==> config.mk <==
export PLATFORM = sky130hd
export DESIGN_NAME = sorted_set_table
export DESIGN_NICKNAME = d
export VERILOG_FILES = /design/src/rtl/sst_pkg.sv /design/src/rtl/sst_ram.sv /design/src/rtl/sst_cmp.sv /design/src/rtl/sorted_set_table.sv
export SDC_FILE = /design/constraint.sdc
export NUM_CORES = 2
export LEC_CHECK = 0
export BUFFER_PORTS_ARGS = -buffer_cell sky130_fd_sc_hd__clkbuf_2
export CAP_MARGIN = 20
export CORE_MARGIN = 5
export CORE_UTILIZATION = 40
export CTS_BUF_LIST = sky130_fd_sc_hd__clkbuf_8
export DETAILED_ROUTE_END_ITERATION = 8
export PLACE_DENSITY = 0.55
export SETUP_SLACK_MARGIN = 0.5
export SKIP_LAST_GASP = 1
export SLEW_MARGIN = 20
export SYNTH_ARGS = -nofsm -noshare
export SYNTH_HDL_FRONTEND = slang
export SYNTH_SLANG_ARGS = --single-unit
==> constraint.sdc <==
create_clock -name clk -period 4.8 [get_ports clk]
set_input_delay 0.96 -clock clk [delete_from_list [all_inputs] [get_ports clk]]
set_output_delay 0.96 -clock clk [all_outputs]
set_load 0.03 [all_outputs]
==> src/rtl/sst_pkg.sv <==
package sst_pkg;

    localparam int CAPACITY = 64;
    localparam int IDX_W    = $clog2(CAPACITY);
    localparam int CNT_W    = $clog2(CAPACITY + 1);
    localparam int VALUE_W  = 32;
    localparam int FUNC_W   = 2;
    localparam int OUTC_W   = 2;
    localparam int ELEM_W   = 7;
    localparam int S_DATA_W = ((FUNC_W + VALUE_W + 7) / 8) * 8;
    localparam int M_DATA_W = ((OUTC_W + ELEM_W + 1 + 7) / 8) * 8;

    localparam logic [FUNC_W-1:0] FUNC_INSERT = 2'd0;
    localparam logic [FUNC_W-1:0] FUNC_REMOVE = 2'd1;
    localparam logic [FUNC_W-1:0] FUNC_QUERY  = 2'd2;

    localparam logic [OUTC_W-1:0] OUTC_DONE = 2'd0;
    localparam logic [OUTC_W-1:0] OUTC_MISS = 2'd1;
    localparam logic [OUTC_W-1:0] OUTC_FULL = 2'd2;

    typedef struct packed {
        logic eq;
        logic gt;
    } cmp_res_t;

    function automatic logic [ELEM_W-1:0] fmt_count(input logic [CNT_W-1:0] c);
        logic [CNT_W+ELEM_W-1:0] w;
        w = {{ELEM_W{1'b0}}, c};
        return w[ELEM_W-1:0];
    endfunction

endpackage

==> src/rtl/sst_ram.sv <==
module sst_ram #(
    parameter int WIDTH = 32,
    parameter int DEPTH = 64
) (
    input  logic                     clk,
    input  logic                     we,
    input  logic [$clog2(DEPTH)-1:0] waddr,
    input  logic [WIDTH-1:0]         wdata,
    input  logic [$clog2(DEPTH)-1:0] raddr,
    output logic [WIDTH-1:0]         rdata
);

    logic [WIDTH-1:0] mem [DEPTH];
    logic [WIDTH-1:0] rdata_reg;

    always_ff @(posedge clk)
    begin
        if (we)
        begin
            mem[waddr] <= wdata;
        end
        rdata_reg <= mem[raddr];
    end

    assign rdata = rdata_reg;

endmodule

==> src/rtl/sst_cmp.sv <==
module sst_cmp (
    input  logic signed [sst_pkg::VALUE_W-1:0] entry,
    input  logic signed [sst_pkg::VALUE_W-1:0] key,
    output sst_pkg::cmp_res_t                  res
);
    import sst_pkg::*;

    always_comb
    begin
        res.eq = (entry == key);
        res.gt = (entry > key);
    end

endmodule

==> src/rtl/sorted_set_table.sv <==
// Ordered set of up to CAPACITY distinct signed 32-bit values.
// Each input item on the s_ channel carries an operation (insert, remove or
// membership query) and a value. Each item yields exactly one item on the
// m_ channel with an outcome code, the element count after the operation
// and an empty flag.
// The block takes one item at a time: s_tready is high only while it is
// idle. A query costs the scan up to the first entry not below the value.
// An insert or remove adds a shift of the entries above the position, one
// entry per cycle. The single read port of the entry memory serves both
// the scan and the shift.
// Reset empties the set at once; the memory is not cleared, since entries
// at or beyond the count are never used.
// The result is held on m_tdata with m_tvalid high until m_tready accepts
// it; a stalled receiver holds the block, and no new item is taken until
// the result leaves.
module sorted_set_table (
    input  logic                          clk,
    input  logic                          rst_n,
    input  logic                          s_tvalid,
    output logic                          s_tready,
    // func [1:0], value [33:2], zero fill above
    input  logic [sst_pkg::S_DATA_W-1:0]  s_tdata,
    output logic                          m_tvalid,
    input  logic                          m_tready,
    // outcome [1:0], element_count [8:2], is_empty [9], zero fill above
    output logic [sst_pkg::M_DATA_W-1:0]  m_tdata
);
    import sst_pkg::*;

    localparam logic [2:0] ST_IDLE   = 3'd0;
    localparam logic [2:0] ST_SCAN   = 3'd1;
    localparam logic [2:0] ST_DECIDE = 3'd2;
    localparam logic [2:0] ST_SHUP   = 3'd3;
    localparam logic [2:0] ST_SHDN   = 3'd4;
    localparam logic [2:0] ST_OUT    = 3'd5;

    logic [2:0]          state_reg,    state_next;
    logic [CNT_W-1:0]    count_reg,    count_next;
    logic [CNT_W-1:0]    src_reg,      src_next;
    logic [CNT_W-1:0]    pend_idx_reg, pend_idx_next;
    logic                pend_reg,     pend_next;
    logic [CNT_W-1:0]    pos_reg,      pos_next;
    logic                hit_reg,      hit_next;
    logic [FUNC_W-1:0]   func_reg,     func_next;
    logic [VALUE_W-1:0]  key_reg,      key_next;
    logic [OUTC_W-1:0]   outcome_reg,  outcome_next;

    logic                ram_we;
    logic [IDX_W-1:0]    ram_waddr;
    logic [VALUE_W-1:0]  ram_wdata;
    logic [IDX_W-1:0]    ram_raddr;
    logic [CNT_W-1:0]    raddr_full;
    logic [VALUE_W-1:0]  ram_rdata;
    cmp_res_t            cmp;
    logic [CNT_W-1:0]    src_dec;
    logic [CNT_W-1:0]    src_inc;

    sst_ram #(
        .WIDTH (VALUE_W),
        .DEPTH (CAPACITY)
    ) u_ram (
        .clk   (clk),
        .we    (ram_we),
        .waddr (ram_waddr),
        .wdata (ram_wdata),
        .raddr (ram_raddr),
        .rdata (ram_rdata)
    );

    sst_cmp u_cmp (
        .entry (ram_rdata),
        .key   (key_reg),
        .res   (cmp)
    );

    assign src_dec   = src_reg - CNT_W'(1);
    assign src_inc   = src_reg + CNT_W'(1);
    assign ram_raddr = raddr_full[IDX_W-1:0];

    always_comb
    begin
        state_next    = state_reg;
        count_next    = count_reg;
        src_next      = src_reg;
        pend_idx_next = pend_idx_reg;
        pend_next     = pend_reg;
        pos_next      = pos_reg;
        hit_next      = hit_reg;
        func_next     = func_reg;
        key_next      = key_reg;
        outcome_next  = outcome_reg;
        ram_we        = 1'b0;
        ram_waddr     = pend_idx_reg[IDX_W-1:0];
        ram_wdata     = ram_rdata;
        raddr_full    = src_reg;

        case (state_reg)
            ST_IDLE:
            begin
                pend_next = 1'b0;
                if (s_tvalid)
                begin
                    func_next  = s_tdata[FUNC_W-1:0];
                    key_next   = s_tdata[FUNC_W+VALUE_W-1:FUNC_W];
                    src_next   = '0;
                    state_next = ST_SCAN;
                end
            end
            ST_SCAN:
            begin
                if (pend_reg && (cmp.eq || cmp.gt))
                begin
                    pos_next   = pend_idx_reg;
                    hit_next   = cmp.eq;
                    pend_next  = 1'b0;
                    state_next = ST_DECIDE;
                end
                else if (src_reg == count_reg)
                begin
                    pos_next   = count_reg;
                    hit_next   = 1'b0;
                    pend_next  = 1'b0;
                    state_next = ST_DECIDE;
                end
                else
                begin
                    pend_next     = 1'b1;
                    pend_idx_next = src_reg;
                    src_next      = src_inc;
                end
            end
            ST_DECIDE:
            begin
                case (func_reg)
                    FUNC_INSERT:
                    begin
                        if (hit_reg)
                        begin
                            outcome_next = OUTC_MISS;
                            state_next   = ST_OUT;
                        end
                        else if (count_reg >= CNT_W'(CAPACITY))
                        begin
                            outcome_next = OUTC_FULL;
                            state_next   = ST_OUT;
                        end
                        else
                        begin
                            outcome_next = OUTC_DONE;
                            src_next     = count_reg;
                            state_next   = ST_SHUP;
                        end
                    end
                    FUNC_REMOVE:
                    begin
                        if (hit_reg)
                        begin
                            outcome_next = OUTC_DONE;
                            src_next     = pos_reg + CNT_W'(1);
                            state_next   = ST_SHDN;
                        end
                        else
                        begin
                            outcome_next = OUTC_MISS;
                            state_next   = ST_OUT;
                        end
                    end
                    default:
                    begin
                        outcome_next = hit_reg ? OUTC_DONE : OUTC_MISS;
                        state_next   = ST_OUT;
                    end
                endcase
            end
            ST_SHUP:
            begin
                raddr_full = src_dec;
                if (pend_reg)
                begin
                    ram_we = 1'b1;
                end
                if (src_reg != pos_reg)
                begin
                    pend_next     = 1'b1;
                    pend_idx_next = src_reg;
                    src_next      = src_dec;
                end
                else
                begin
                    pend_next = 1'b0;
                    if (!pend_reg)
                    begin
                        ram_we     = 1'b1;
                        ram_waddr  = pos_reg[IDX_W-1:0];
                        ram_wdata  = key_reg;
                        count_next = count_reg + CNT_W'(1);
                        state_next = ST_OUT;
                    end
                end
            end
            ST_SHDN:
            begin
                if (pend_reg)
                begin
                    ram_we = 1'b1;
                end
                if (src_reg < count_reg)
                begin
                    pend_next     = 1'b1;
                    pend_idx_next = src_dec;
                    src_next      = src_inc;
                end
                else
                begin
                    pend_next = 1'b0;
                    if (!pend_reg)
                    begin
                        count_next = count_reg - CNT_W'(1);
                        state_next = ST_OUT;
                    end
                end
            end
            ST_OUT:
            begin
                if (m_tready)
                begin
                    state_next = ST_IDLE;
                end
            end
            default:
            begin
                state_next = ST_IDLE;
            end
        endcase
    end

    always_ff @(posedge clk or negedge rst_n)
    begin
        if (!rst_n)
        begin
            state_reg <= ST_IDLE;
            count_reg <= '0;
            pend_reg  <= 1'b0;
        end
        else
        begin
            state_reg <= state_next;
            count_reg <= count_next;
            pend_reg  <= pend_next;
        end
    end

    always_ff @(posedge clk)
    begin
        src_reg      <= src_next;
        pend_idx_reg <= pend_idx_next;
        pos_reg      <= pos_next;
        hit_reg      <= hit_next;
        func_reg     <= func_next;
        key_reg      <= key_next;
        outcome_reg  <= outcome_next;
    end

    assign s_tready = (state_reg == ST_IDLE);
    assign m_tvalid = (state_reg == ST_OUT);
    assign m_tdata  = M_DATA_W'({(count_reg == '0), fmt_count(count_reg), outcome_reg});

endmodule

==> results.tsv <==
metric	value	unit
cp_top_family	simple AND/OR/NAND/NOR gates	
seq_area_frac_synth	0.750	
fmax	236	MHz
ys_ff_latch	2149	
period_share	0.883	
rsz0062_at_grt	false	
reg2reg_to	u_ram.rdata[18]	
ctsResizeCount	0	
startpoint	src_reg[0]	
postCtsSetupRepairBufs	0	
hold_buffers	33	
crit_cells	10	
cts_tree	done	
area_growth_syn_to_layout	15.4	%
grt_pass1_vias	51526	
end_kind	flip-flop	
fin_setup_tns	0	ps
relSlewSlack	0.277	
coreArea	213000	um2
cap_viol_max_count	0	
min_path_type	primary input to flip-flop	
drc	0	
hold_violations	0	
crit_arrival	5150	ps
synth.largest_area_cell	edfxtp_1	
r2r_slack	560	ps
cp-start-kind	flip-flop	
drt-pass1-iter-count	6	
routedWlPerCell	26.1	um
cts.sinks	2149	
worstPathCellList	inv_1, ha_1, and4b_1, xor2_4, nor2_4, buf_12, a32oi_1, o211ai_1, nand3_1, or3_1	
synthTopCellsByArea	edfxtp_1 (74%), nand2_1 (6.6%), nand3_1 (4.3%)	
clk_path_buf_depth	4	
avgViaCountPerCell	5.53	
final_area	98700	um2
syn_avg_cell_area	14.3	um2
drv_slew	0	
synth_ff_type	edfxtp_1	
dieArea	223000	um2
worstSetupEndpoint	u_ram.rdata[18]	
hpwl	137	mm
overflow	0	
ff2ff_path_depth	10	
grt_pass1_wl	360	mm
p_leak	33.8	nW
slowest_delay	690	ps
grt_max_degree	80	
synth_edf_count	2106	
cp_num_buf_inv	2	
synthArstFlopShare	0.00512	
setup_violations	0	
drive_gt1_frac	0.145	
cts_buffers	369	
synth_top_area_frac	0.739	
worstSkewPairLatency	1070	ps
ant_nets	0	
totalWireLength	249	mm
largest_reg_flops	2048	
cts-root-buf	clkbuf_8	
htreeDepth	5	
antenna_found_initial	17	
fp.dieW	473	um
worstPathRequired	5710	ps
ys_warn_count	0	
clkTransAtPathRegs	60	ps
synth_cell_types	88	
reg2reg_from	src_reg[0]	
drt-initial-drc-count	5781	
initial_core_util	0.403	
globalRouteTotalUtil	0.219	
placed_area	91800	um2
status	completed	
p_per_area	627	nW/um2
port-buffer-count	49	
worstMarginPinSlew	1080	ps
synthCells	6006	
io_pins	62	
period_minus_slack	4240	ps
final_nets	6494	
holdWs	120	ps
gp_congestion	0.842	
crit_type	flip-flop to flip-flop	
peakVddDrop	0.495	mV
rows	169	
synth_area	85600	um2
clock_skew	74.6	ps
slowest_stage	nor2_4	
die_h	473	um
cp_max_fo	28	
vias	52683	
-- routing by layer --
layer  vias up  track usage  wire [um]
li1      23430            -          -
met5         -            0          0
met1     26780        0.307     107000
met4         0       0.0724       6910
met2      2107        0.352     117000
met3       366       0.0351      18100
-- kinds of logic (layout without fill, tap and decap cells) --
group,after synthesis,in the layout,synth area share
other,1,36,0.0000438
AO/OA/AOI/OAI,380,380,0.0344
AND/OR/NAND/NOR,2627,2627,0.135
buffers and inverters,421,1087,0.0237
XOR/XNOR,31,31,0.00370
multiplexers,347,347,0.0463
flip-flops,2149,2149,0.750
adder cells (fa/ha/maj),50,50,0.00740
-- worst min path at each step --
| stage | start | to | slack, ps | cells past startpoint |
|---|---|---|---|---|
| finish | s_tdata[25] | key_reg[23] | 120 | 1 |
| floorplan | pend_idx_reg[6] | pos_reg[6] | 520 | 1 |
| detailed placement | pend_idx_reg[6] | pos_reg[6] | 550 | 1 |
| CTS | s_tdata[25] | key_reg[23] | 8 | 1 |
| global route | s_tdata[25] | key_reg[23] | 40 | 1 |
| global placement | pend_idx_reg[6] | pos_reg[6] | 530 | 1 |
-- layout by cell type (no fill, tap or decap), types with 34 or more instances in the layout --
| cell | n |
|---|---|
| o21ai_0 | 41 |
| clkinv_2 | 36 |
| nand2_1 | 1513 |
| buf_12 | 109 |
| clkbuf_2 | 49 |
| inv_1 | 194 |
| nor2_4 | 69 |
| mux2i_1 | 268 |
| nand3_1 | 738 |
| a32oi_1 | 156 |
| nand4_1 | 169 |
| clkinv_1 | 70 |
| ha_1 | 48 |
| clkbuf_8 | 387 |
| edfxtp_1 | 2106 |
| mux2_2 | 40 |
| a21oi_1 | 34 |
| buf_4 | 194 |
-- where the power goes --
| part | switching (mW) | total [mW] | internal (mW) |
|---|---|---|---|
| clock network | 7.26 | 14.9 | 7.68 |
| logic | 15.9 | 22.8 | 6.87 |
| registers | 0.401 | 24.2 | 23.8 |
| total | 23.6 | 62.0 | 38.4 |
-- per-stage QoR --
step,power [mW],setup WS [ps],cells,utilization
3_5_place_dp,47.4,708,8817,0.432
2_1_floorplan,37.7,780,6011,-
5_1_grt,65.0,520,9525,0.465
3_3_place_gp,47.0,692,8816,0.432
4_1_cts,62.3,661,9498,0.464
6_report,62.0,564,9528,0.465
-- cell type report --
class                           count  area [um2]
Tap cell                         2821        3530
Fill cell                       18650      114000
Antenna cell                       30        75.1
Timing Repair Buffer              386        4240
Inverter                           53         200
Multi-Input combinational cell   3441       20000
Clock buffer                      387        5330
Sequential cell                  2149       64200
Clock inverter                    261        1200
-- synthesized netlist by cell type (35+ instances only) --
library cell,number
ha_1,49
o21ai_0,42
clkbuf_1,140
nand3_1,738
a32oi_1,156
a21oi_1,35
inv_1,51
nand2_1,1513
edfxtp_1,2106
mux2_2,44
nand4_1,169
mux2i_1,268
buf_2,159
nor2_1,98
No activity file was read; power rests on OpenSTA's default activity.
